===== src/rtl/hete_pkg.sv =====
`default_nettype none

package hete_pkg;

   // Tab stop spacing in columns (1 to 6).
   localparam int TAB_WIDTH = 4;

   // Column counter width: enough for 0 .. TAB_WIDTH-1.
   localparam int COL_W = (TAB_WIDTH > 1) ? $clog2(TAB_WIDTH) : 1;

   // Run length counter width: runs are 1 to 6 bytes long.
   localparam int LEN_W = 3;

   localparam logic [7:0] CHAR_TAB   = 8'h09;
   localparam logic [7:0] CHAR_SPACE = 8'h20;
   localparam logic [7:0] CHAR_QUOT  = 8'h22;
   localparam logic [7:0] CHAR_AMP   = 8'h26;
   localparam logic [7:0] CHAR_SEMI  = 8'h3B;
   localparam logic [7:0] CHAR_LT    = 8'h3C;
   localparam logic [7:0] CHAR_GT    = 8'h3E;
   localparam logic [7:0] CHAR_A     = 8'h61;
   localparam logic [7:0] CHAR_G     = 8'h67;
   localparam logic [7:0] CHAR_L     = 8'h6C;
   localparam logic [7:0] CHAR_M     = 8'h6D;
   localparam logic [7:0] CHAR_O     = 8'h6F;
   localparam logic [7:0] CHAR_P     = 8'h70;
   localparam logic [7:0] CHAR_Q     = 8'h71;
   localparam logic [7:0] CHAR_T     = 8'h74;
   localparam logic [7:0] CHAR_U     = 8'h75;

   localparam logic [LEN_W-1:0] LEN_LT_GT = 3'd4;
   localparam logic [LEN_W-1:0] LEN_AMP   = 3'd5;
   localparam logic [LEN_W-1:0] LEN_QUOT  = 3'd6;
   localparam logic [LEN_W-1:0] LEN_PLAIN = 3'd1;

   // One output byte with its end-of-run flag.
   typedef struct packed {
      logic [7:0] data;
      logic       last;
   } beat_type;

   // Byte idx of the escaped form of src (tabs give spaces).
   function automatic logic [7:0] escape_char(input logic [7:0] src,
                                              input logic [LEN_W-1:0] idx);
      logic [7:0] res;
      res = src;
      case (src)
         CHAR_LT, CHAR_GT: begin
            case (idx)
               3'd0:    res = CHAR_AMP;
               3'd1:    res = (src == CHAR_LT) ? CHAR_L : CHAR_G;
               3'd2:    res = CHAR_T;
               default: res = CHAR_SEMI;
            endcase
         end
         CHAR_AMP: begin
            case (idx)
               3'd0:    res = CHAR_AMP;
               3'd1:    res = CHAR_A;
               3'd2:    res = CHAR_M;
               3'd3:    res = CHAR_P;
               default: res = CHAR_SEMI;
            endcase
         end
         CHAR_QUOT: begin
            case (idx)
               3'd0:    res = CHAR_AMP;
               3'd1:    res = CHAR_Q;
               3'd2:    res = CHAR_U;
               3'd3:    res = CHAR_O;
               3'd4:    res = CHAR_T;
               default: res = CHAR_SEMI;
            endcase
         end
         CHAR_TAB: res = CHAR_SPACE;
         default:  res = src;
      endcase
      return res;
   endfunction

endpackage

`default_nettype wire


===== src/rtl/hete_item_stage.sv =====
`default_nettype none

// Input register, column tracking and the run sequencer. Each accepted
// byte is held here while its run of output bytes is handed downstream,
// one byte per cycle that the output stage can take.
module hete_item_stage (
   input  wire logic              clock,
   input  wire logic              reset,
   input  wire logic              in_valid,
   output logic                   in_ready,
   input  wire logic [7:0]        in_byte,
   input  wire logic              starts_text,
   output logic                   beat_valid,
   input  wire logic              beat_ready,
   output hete_pkg::beat_type     beat
);

   logic                             hold_valid_ff, hold_valid_in;
   logic [7:0]                       hold_byte_ff, hold_byte_in;
   logic [hete_pkg::LEN_W-1:0]       hold_len_ff, hold_len_in;
   logic [hete_pkg::LEN_W-1:0]       hold_idx_ff, hold_idx_in;
   logic [hete_pkg::COL_W-1:0]       column_in_stop_ff, column_in_stop_in;

   logic                             accept;
   logic                             advance;
   logic                             run_done;
   logic [hete_pkg::COL_W-1:0]       col_start;
   logic [hete_pkg::LEN_W-1:0]       run_len;
   logic                             counts_column;

   assign run_done   = (hold_idx_ff == hold_len_ff - hete_pkg::LEN_W'(1));
   assign beat_valid = hold_valid_ff;
   assign advance    = hold_valid_ff && beat_ready;
   assign in_ready   = !hold_valid_ff || (advance && run_done);
   assign accept     = in_valid && in_ready;

   assign beat.data = hete_pkg::escape_char(hold_byte_ff, hold_idx_ff);
   assign beat.last = run_done;

   // ASCII bytes and UTF-8 lead bytes take a column; continuation bytes don't.
   assign counts_column = !in_byte[7] || (in_byte[7:6] == 2'b11);
   assign col_start     = starts_text ? '0 : column_in_stop_ff;

   always_comb begin
      case (in_byte)
         hete_pkg::CHAR_LT, hete_pkg::CHAR_GT: run_len = hete_pkg::LEN_LT_GT;
         hete_pkg::CHAR_AMP:                   run_len = hete_pkg::LEN_AMP;
         hete_pkg::CHAR_QUOT:                  run_len = hete_pkg::LEN_QUOT;
         hete_pkg::CHAR_TAB:
            run_len = hete_pkg::LEN_W'(hete_pkg::TAB_WIDTH)
                      - hete_pkg::LEN_W'(col_start);
         default:                              run_len = hete_pkg::LEN_PLAIN;
      endcase
   end

   always_comb begin
      hold_valid_in     = hold_valid_ff;
      hold_byte_in      = hold_byte_ff;
      hold_len_in       = hold_len_ff;
      hold_idx_in       = hold_idx_ff;
      column_in_stop_in = column_in_stop_ff;
      if (advance) begin
         hold_idx_in = hold_idx_ff + hete_pkg::LEN_W'(1);
         if (run_done) begin
            hold_valid_in = 1'b0;
         end
      end
      if (accept) begin
         hold_valid_in = 1'b1;
         hold_byte_in  = in_byte;
         hold_len_in   = run_len;
         hold_idx_in   = '0;
         if (in_byte == hete_pkg::CHAR_TAB) begin
            column_in_stop_in = '0;
         end else if (counts_column) begin
            if (col_start == hete_pkg::COL_W'(hete_pkg::TAB_WIDTH - 1)) begin
               column_in_stop_in = '0;
            end else begin
               column_in_stop_in = col_start + hete_pkg::COL_W'(1);
            end
         end else begin
            column_in_stop_in = col_start;
         end
      end
   end

   always_ff @(posedge clock) begin
      if (reset) begin
         hold_valid_ff     <= 1'b0;
         column_in_stop_ff <= '0;
      end else begin
         hold_valid_ff     <= hold_valid_in;
         column_in_stop_ff <= column_in_stop_in;
      end
      hold_byte_ff <= hold_byte_in;
      hold_len_ff  <= hold_len_in;
      hold_idx_ff  <= hold_idx_in;
   end

endmodule

`default_nettype wire


===== src/rtl/hete_out_stage.sv =====
`default_nettype none

// Result register. It takes a new byte whenever it is empty or its
// current byte is being taken in the same cycle.
module hete_out_stage (
   input  wire logic              clock,
   input  wire logic              reset,
   input  wire logic              beat_valid,
   output logic                   beat_ready,
   input  wire hete_pkg::beat_type beat,
   output logic                   out_valid,
   input  wire logic              out_ready,
   output hete_pkg::beat_type     out_beat
);

   logic               valid_ff, valid_in;
   hete_pkg::beat_type beat_ff, beat_in;

   assign beat_ready = !valid_ff || out_ready;
   assign out_valid  = valid_ff;
   assign out_beat   = beat_ff;

   always_comb begin
      valid_in = valid_ff;
      beat_in  = beat_ff;
      if (beat_ready) begin
         valid_in = beat_valid;
         beat_in  = beat;
      end
   end

   always_ff @(posedge clock) begin
      if (reset) begin
         valid_ff <= 1'b0;
      end else begin
         valid_ff <= valid_in;
      end
      beat_ff <= beat_in;
   end

endmodule

`default_nettype wire


===== src/rtl/html_escape_tab_expand_unit.sv =====
// Channel     Dir  Handshake          Payload
// req_        in   tvalid / tready    tdata = in_byte, tuser = starts_text
// rsp_        out  tvalid / tready    tdata = out_byte, tlast = last_of_run
//
// A plain byte gives one output byte; an input byte that expands to N output
// bytes (entities: 4 to 6, tabs: 1 to TAB_WIDTH) holds the input until its
// run is done, one output byte per cycle while the result side does not stall.
// The single run sequencer walks each run.
// Reset is synchronous and active high; it clears the column count.
// A stall on the result side stops the sequencer, but a new input
// transaction is still taken while the last result byte waits.
`default_nettype none

module html_escape_tab_expand_unit (
   input  wire logic       clock,
   input  wire logic       reset,
   input  wire logic       req_tvalid,
   output logic            req_tready,
   input  wire logic [7:0] req_tdata,   // [7:0] in_byte
   input  wire logic       req_tuser,   // [0] starts_text
   output logic            rsp_tvalid,
   input  wire logic       rsp_tready,
   output logic [7:0]      rsp_tdata,   // [7:0] out_byte
   output logic            rsp_tlast
);

   // Byte stream between the sequencer and the result register.
   logic               beat_valid;
   logic               beat_ready;
   hete_pkg::beat_type beat;
   hete_pkg::beat_type out_beat;

   // The sequencer holds one input byte, tracks the column within the
   // current tab stop and walks the bytes of its escaped form.
   hete_item_stage u_item (
      .clock       (clock),
      .reset       (reset),
      .in_valid    (req_tvalid),
      .in_ready    (req_tready),
      .in_byte     (req_tdata),
      .starts_text (req_tuser),
      .beat_valid  (beat_valid),
      .beat_ready  (beat_ready),
      .beat        (beat)
   );

   // The result register decouples the output handshake from the sequencer.
   hete_out_stage u_out (
      .clock      (clock),
      .reset      (reset),
      .beat_valid (beat_valid),
      .beat_ready (beat_ready),
      .beat       (beat),
      .out_valid  (rsp_tvalid),
      .out_ready  (rsp_tready),
      .out_beat   (out_beat)
   );

   assign rsp_tdata = out_beat.data;
   assign rsp_tlast = out_beat.last;

endmodule

`default_nettype wire


===== config.mk =====
export PLATFORM = sky130hd
export DESIGN_NAME = html_escape_tab_expand_unit
export DESIGN_NICKNAME = d
export VERILOG_FILES = /design/src/rtl/hete_pkg.sv /design/src/rtl/hete_item_stage.sv /design/src/rtl/hete_out_stage.sv /design/src/rtl/html_escape_tab_expand_unit.sv
export SDC_FILE = /design/constraint.sdc
export NUM_CORES = 1
export LEC_CHECK = 0
export BUFFER_PORTS_ARGS = -buffer_cell sky130_fd_sc_hd__buf_2
export CAP_MARGIN = 20
export CELL_PAD_IN_SITES_DETAIL_PLACEMENT = 0
export CELL_PAD_IN_SITES_GLOBAL_PLACEMENT = 2
export CORE_MARGIN = 4
export CORE_UTILIZATION = 39
export DETAILED_ROUTE_END_ITERATION = 10
export GPL_TIMING_DRIVEN = 0
export PLACE_DENSITY_LB_ADDON = 0.2
export SLEW_MARGIN = 25
export SYNTH_ARGS = -nofsm -noshare
export SYNTH_HDL_FRONTEND = slang
export SYNTH_SLANG_ARGS = --single-unit

===== constraint.sdc =====
create_clock -name clock -period 5.48 [get_ports clock]
set_input_delay 0.548 -clock clock [delete_from_list [all_inputs] [get_ports clock]]
set_output_delay 0.548 -clock clock [all_outputs]
set_load 0.02 [all_outputs]

==> metrics.yaml, run 1 <==
worst_slew_pin_slew_ps: 623
cts_resized: 0
cpMaxStageDelayCell: "o41ai_4"
clk_pin_slew_ps: 100
synth_seq_cells: 27
cts_tree: "built"
via_per_inst: 5.33
seq_area_frac_synth: 0.457
status: "complete, no violations"
io_buffers: 23
swShare: 0.324
ys.flop_type: "edfxtp_1"
die_h_um: 72.5
skew_ps: 12.2
p_leak_nw: 0.699
grt_pass1_wl_mm: 5.67
synthArstFlopShare: 0
dr.first_iter.drc_count: 41
synth_edf_count: 20
max_freq_ghz: 0.386
gp_congestion: 0.801
p_comb_frac: 0.319
critPathLaunchType: "flop"
cellPowerDensity_nw_per_um2: 296
finalCritPeriodShare: 0.473
rrSetupSlack_ps: 3230
r2r-start: "u_item.hold_idx_ff[2]"
grt_overflow: 0
ios: 24
fp.dieW_um: 72.5
wirelength_mm: 3.31
antenna_found_initial: 0
root_buffer: "clkbuf_8"
setup_tns_ps: 0
power_frac_seq: 0.479
dp_hpwl_mm: 2.65
area_growth_syn_to_layout_pct: 13.7
num_antenna_cells: 0
worst_skew_pair.late_latency_ps: 270
rr_worst_depth: 7
critPathKind: "reg -> out"
holdBufCountCts: 0
globalRouteTotalUtil: 0.138
grt_max_degree: 16
cp.required_ps: 4930
ant_nets: 0
pwr-share-clk: 0.202
synth_cell_types: 50
max_stage_delay_ps: 470
initial_utilization: 0.405
rsz0062_at_grt: "no"
yosysWarnings: 0
cts_sinks: 27
holdCritStartpoint: "reset"
crit_start: "u_item.hold_len_ff[0]"
dr_total_vias: 1221
end_kind: "output pin"
layout_commonest_cell: "buf_2"
wl_per_cell_um: 14.5
syn-cell-area_sq_um: 1620
drc: 0
relSlewSlack: 0.578
hold_depth: 2
numCtsBuffers: 3
synth_area_leaders: "edfxtp_1 37%, dfxtp_1 8.6%, ha_1 6.2%"
syn_area_per_cell_sq_um: 10.7
crit_fanout: 6
yosys.area.top_type: "edfxtp_1"
arrival_ps: 2040
core_sq_um: 4000
final_max_slew_viol_count: 0
holdCritPathClass: "in -> reg"
period_minus_slack_ps: 2590
final_nets: 201
synth_cells: 152
layout_common_cells: "23 x buf_2, 20 x edfxtp_1, 11 x inv_1, 11 x nand2_1"
path_cells: "inv_1 > ha_1 > xor3_1 > o41ai_4 > buf_2"
htree_levels: 1
rows: 23
synth_top_area_frac: 0.370
total_power_mw: 0.547
drive_gt1_frac: 0.212
finalHoldViolCount: 0
first_pass_iters: 4
peakVddDrop_uv: 91.8
p_switching_mw: 0.177
die-area_sq_um: 5250
cts_setup_buffers: 0
clk_path_buf_depth: 2
internal_power_mw: 0.369
syn-num-nets: 173
grt_pass1_vias: 1244
r2r_end: "u_out.out_beat[2]"
maxCapViolCount: 0
cp-endpoint: "req_tready"
finalSetupViolCount: 0
fillers: 378
## power groups by stage
| stage | registers [mW] | clock network (mW) | logic, mW |
|---|---|---|---|
| global placement | 0.266 | 0 | 0.175 |
| detailed placement | 0.267 | 0 | 0.176 |
| global route | 0.265 | 0.126 | 0.195 |
| floorplan | 0.276 | 0 | 0.118 |
| CTS | 0.262 | 0.115 | 0.177 |
| finish | 0.262 | 0.111 | 0.174 |
## layer usage
metal / routed length (um) / global-route usage / vias up
met5: 0 / 0 / -
met4: 22 / 0.0307 / 0
met3: 115 / 0.0208 / 2
met2: 1740 / 0.260 / 20
met1: 1440 / 0.163 / 568
li1: - / - / 631
## critical path: cells and delay by family, from the launching register on
kind	cells	cell delay (ps)
AO/OA/AOI/OAI	1	470
XOR/XNOR	1	420
flip-flops	1	380
buffers and inverters	2	290
adder cells (fa/ha/maj)	1	210
## through the flow
step	utilization	setup slack, ps	instances	area (sq um)	hold slack [ps]
final	0.461	2890	229	1840	483
after global placement	0.450	3200	225	1800	549
after CTS	0.461	2860	229	1840	484
after floorplan	-	3240	152	1620	517
after global routing	0.461	2710	229	1840	476
after detailed placement	0.450	3150	225	1800	568
## worst min-delay path by stage
| stage | endpoint | slack (ps) |
|---|---|---|
| after floorplan | u_item.hold_idx_ff[1] | 520 |
| after global placement | u_item.hold_idx_ff[1] | 550 |
| after detailed placement | u_item.hold_idx_ff[1] | 570 |
| after CTS | u_item.hold_byte_ff[1] | 480 |
| after global routing | u_item.hold_byte_ff[0] | 480 |
| final | u_out.out_valid | 480 |
## cells in the mapped netlist (4+ instances only)
cell	number
inv_1	11
a21oi_1	8
nand2_1	11
dfxtp_1	7
xnor2_1	4
nor4b_1	4
edfxtp_1	20
ha_1	8
nor3_1	5
nor2_1	5
clkbuf_1	5
o21ai_0	5
## cells by family (layout without fill, tap and decap cells)
family | Yosys count | count (layout) | share of synthesized area
multiplexers | 3 | 3 | 0.0185
buffers and inverters | 18 | 45 | 0.0448
AND/OR/NAND/NOR | 52 | 52 | 0.191
AO/OA/AOI/OAI | 39 | 39 | 0.191
adder cells (fa/ha/maj) | 8 | 8 | 0.0617
flip-flops | 27 | 27 | 0.457
XOR/XNOR | 5 | 5 | 0.0363
## area by class of cell
type | count | area [sq um] | share of cell area
tap | 50 | 62.6 | 0.0339
buffer | 7 | 31.3 | 0.0170
multi-input combinational | 107 | 808 | 0.438
sequential | 27 | 741 | 0.402
inverter | 11 | 41.3 | 0.0224
clock buffer | 4 | 45.0 | 0.0244
timing repair buffer | 23 | 115 | 0.0624
## registers in the layout, summed over array words and instances (netlist names)
signal	cells
u_item.hold_byte_ff	8
u_item.hold_idx_ff	3
u_item.column_in_stop_ff	2
u_out.out_valid	1
u_item.hold_len_ff	3
u_item.beat_valid	1
u_out.out_beat	9
(Power assumes the default switching activity.)
==> run 2: changes to the inputs <==
--- a/config.mk
+++ b/config.mk
@@ -10,7 +10,7 @@
 export CELL_PAD_IN_SITES_DETAIL_PLACEMENT = 0
 export CELL_PAD_IN_SITES_GLOBAL_PLACEMENT = 2
 export CORE_MARGIN = 4
-export CORE_UTILIZATION = 39
+export CORE_UTILIZATION = 36
 export DETAILED_ROUTE_END_ITERATION = 10
 export GPL_TIMING_DRIVEN = 0
 export PLACE_DENSITY_LB_ADDON = 0.2
==> constraint.sdc (replaced) <==
create_clock -name clock -period 2.6 [get_ports clock]
set_input_delay 0.26 -clock clock [delete_from_list [all_inputs] [get_ports clock]]
set_output_delay 0.26 -clock clock [all_outputs]
set_load 0.02 [all_outputs]
==> run 2 against run 1 <==
  * Clock power is 120% higher
  * Die area is 7.4% higher
  * Wire length is 1.8% higher
  * Critical path type unchanged
  * Critical path depth stayed put
  * Via count is 2.2% higher
  * Design area is 0.34% higher
  * Highest routed layer unchanged
==> metrics.yaml, run 2 (synthesized netlist as in run 1, its figures left out) <==
ant_nets: 0  # unchanged
antenna_found_initial: 0  # unchanged
rsz0062_at_grt: "no"  # unchanged
io_buffers: 23  # unchanged
via_per_inst: 5.40  # was 5.33
num_antenna_cells: 0  # unchanged
core_sq_um: 4350  # was 4000 sq um
clk_path_buf_depth: 2  # unchanged
busiest_layer: "met2"  # unchanged
dp_hpwl_mm: 2.62  # was 2.65 mm
grt_overflow: 0  # unchanged
holdBufCountCts: 0  # unchanged
ios: 24  # unchanged
arrival_ps: 2070  # was 2040 ps
path_cells: "inv_1 > ha_1 > xor3_1 > o41ai_4 > buf_2"  # unchanged
root_buffer: "clkbuf_8"  # unchanged
rrSetupSlack_ps: 350  # was 3230 ps
numCtsBuffers: 3  # unchanged
postLayoutCellArea_sq_um: 1850  # was 1840 sq um
worst_slew_pin_slew_ps: 714  # was 623 ps
end_kind: "output pin"  # unchanged
grt_max_degree: 17  # was 16
layout_commonest_cell: "buf_2"  # unchanged
die_h_um: 75.1  # was 72.5 um
cts_resized: 0  # unchanged
critPathKind: "reg -> out"  # unchanged
fillers: 424  # was 378
finalCritPeriodShare: 0.898
finalSetupViolCount: 0  # unchanged
grt_pass1_wl_mm: 5.54  # was 5.67 mm
use_met2: 0.234  # was 0.260
htree_levels: 1  # unchanged
relSlewSlack: 0.518  # was 0.578
rr_worst_depth: 6  # was 7
place_area_sq_um: 1800  # about the same
gp_congestion: 0.843  # was 0.801
hold_end: "u_item.hold_byte_ff[5]"  # was u_out.out_valid
max_stage_delay_ps: 490  # was 470 ps
cp.required_ps: 2340  # was 4930 ps
final_nets: 201  # unchanged
met1_usage: 0.153  # was 0.163
r2r-start: "u_item.hold_len_ff[0]"  # was u_item.hold_idx_ff[2]
area_growth_syn_to_layout_pct: 14.1  # was 13.7%
finalHoldViolCount: 0  # unchanged
gr-usage-met3: 0.0374  # was 0.0208
globalRouteTotalUtil: 0.131  # was 0.138
path_delay_family: "compound AO/OA/AOI/OAI gates"  # unchanged
drive_gt1_frac: 0.218  # was 0.212
final_max_slew_viol_count: 0  # unchanged
cellPowerDensity_nw_per_um2: 632  # was 296 nW/um^2
r2r_end: "u_item.hold_byte_ff[5]"  # was u_out.out_beat[2]
cpMaxStageDelayCell: "o41ai_4"  # unchanged
clk_pin_slew_ps: 100  # about the same
period_minus_slack_ps: 2330
status: "complete, no violations"  # unchanged
layout_common_cells: "23 x buf_2, 20 x edfxtp_1, 11 x inv_1, 11 x nand2_1"  # unchanged
grt_pass1_vias: 1260  # was 1244
maxCapViolCount: 0  # unchanged
dr_total_vias: 1248  # was 1221
dr.first_iter.drc_count: 85  # was 41
holdCritPathClass: "in -> reg"  # unchanged
fp.dieW_um: 75.1  # was 72.5 um
cts_tree: "built"  # unchanged
die-area_sq_um: 5640  # was 5250 sq um
critPathLaunchType: "flop"  # unchanged
drc: 0  # unchanged
crit_fanout: 6  # unchanged
wl_per_cell_um: 14.6  # was 14.5 um
wirelength_mm: 3.37  # was 3.31 mm
holdCritStartpoint: "req_tdata[5]"  # was reset
rows: 24  # was 23
setup_tns_ps: 0  # unchanged
hold_depth: 1  # was 2
crit_buf_inv: 2  # unchanged
p_leak_nw: 0.698  # was 0.699 nW
peakVddDrop_uv: 358  # was 91.8 uV
largest_reg_flops: 9  # unchanged
max_freq_ghz: 0.428
cts_setup_buffers: 0  # unchanged
skew_ps: 6.83  # was 12.2 ps
hold_slack_ps: 180  # was 483 ps
cts_sinks: 27  # unchanged
worst_skew_pair.late_latency_ps: 280  # was 270 ps
first_pass_iters: 4  # unchanged
initial_utilization: 0.372  # was 0.405
## run 2: cell types whose count changed in the layout (fill, tap and decap cells not counted)
cell / change
clkinvlp_4: +1
clkbuf_1: -1
## run 2: worst max-delay path by stage
stage,cells past startpoint,start,endpoint,slack [ps]
6_report,5,u_item.hold_len_ff[0],req_tready,270
3_3_place_gp,6,u_item.hold_idx_ff[1],u_out.out_beat[7],400
2_1_floorplan,6,u_item.hold_len_ff[0],u_item.hold_byte_ff[0],360
4_1_cts,5,u_item.hold_len_ff[0],req_tready,240
5_1_grt,5,u_item.hold_len_ff[0],req_tready,120
3_5_place_dp,6,u_item.hold_len_ff[0],u_item.hold_byte_ff[4],350
## run 2: per-layer routing
metal  wire [um]  part of all wire  vias to the layer above
met4          22            0.0065                        0
met5           0                 0                        -
li1            -                 -                      630
met2        1640              0.49                       34
met1        1520              0.45                      582
met3         182             0.054                        2
## run 2: layout make-up
class	instances	area, sq um	share of cell area
inverters	11	41.3	0.0223
clock inverters	1	7.51	0.00406
well taps	52	65.1	0.0352
multi-input cells	107	808	0.437
clock buffers	3	41.3	0.0223
repair buffers	23	115	0.0622
plain buffers	7	31.3	0.0169
flip-flops and latches	27	741	0.400
## run 2: through the flow
stage                     std cells  utilization  worst slack (ps)  power (mW)
after global routing            231        0.425               119        1.24
final                           231        0.425               266        1.17
after detailed placement        227        0.414               351       0.932
after global placement          227        0.414               403       0.933
after floorplan                 152            -               359       0.831
after CTS                       231        0.425               244        1.18
## run 2: report_power, final
group | switching [mW] | internal (mW) | total, mW
Sequential | 0.0320 | 0.519 | 0.551
Combinational | 0.222 | 0.151 | 0.373
Clock | 0.137 | 0.109 | 0.246
Total | 0.391 | 0.779 | 1.17
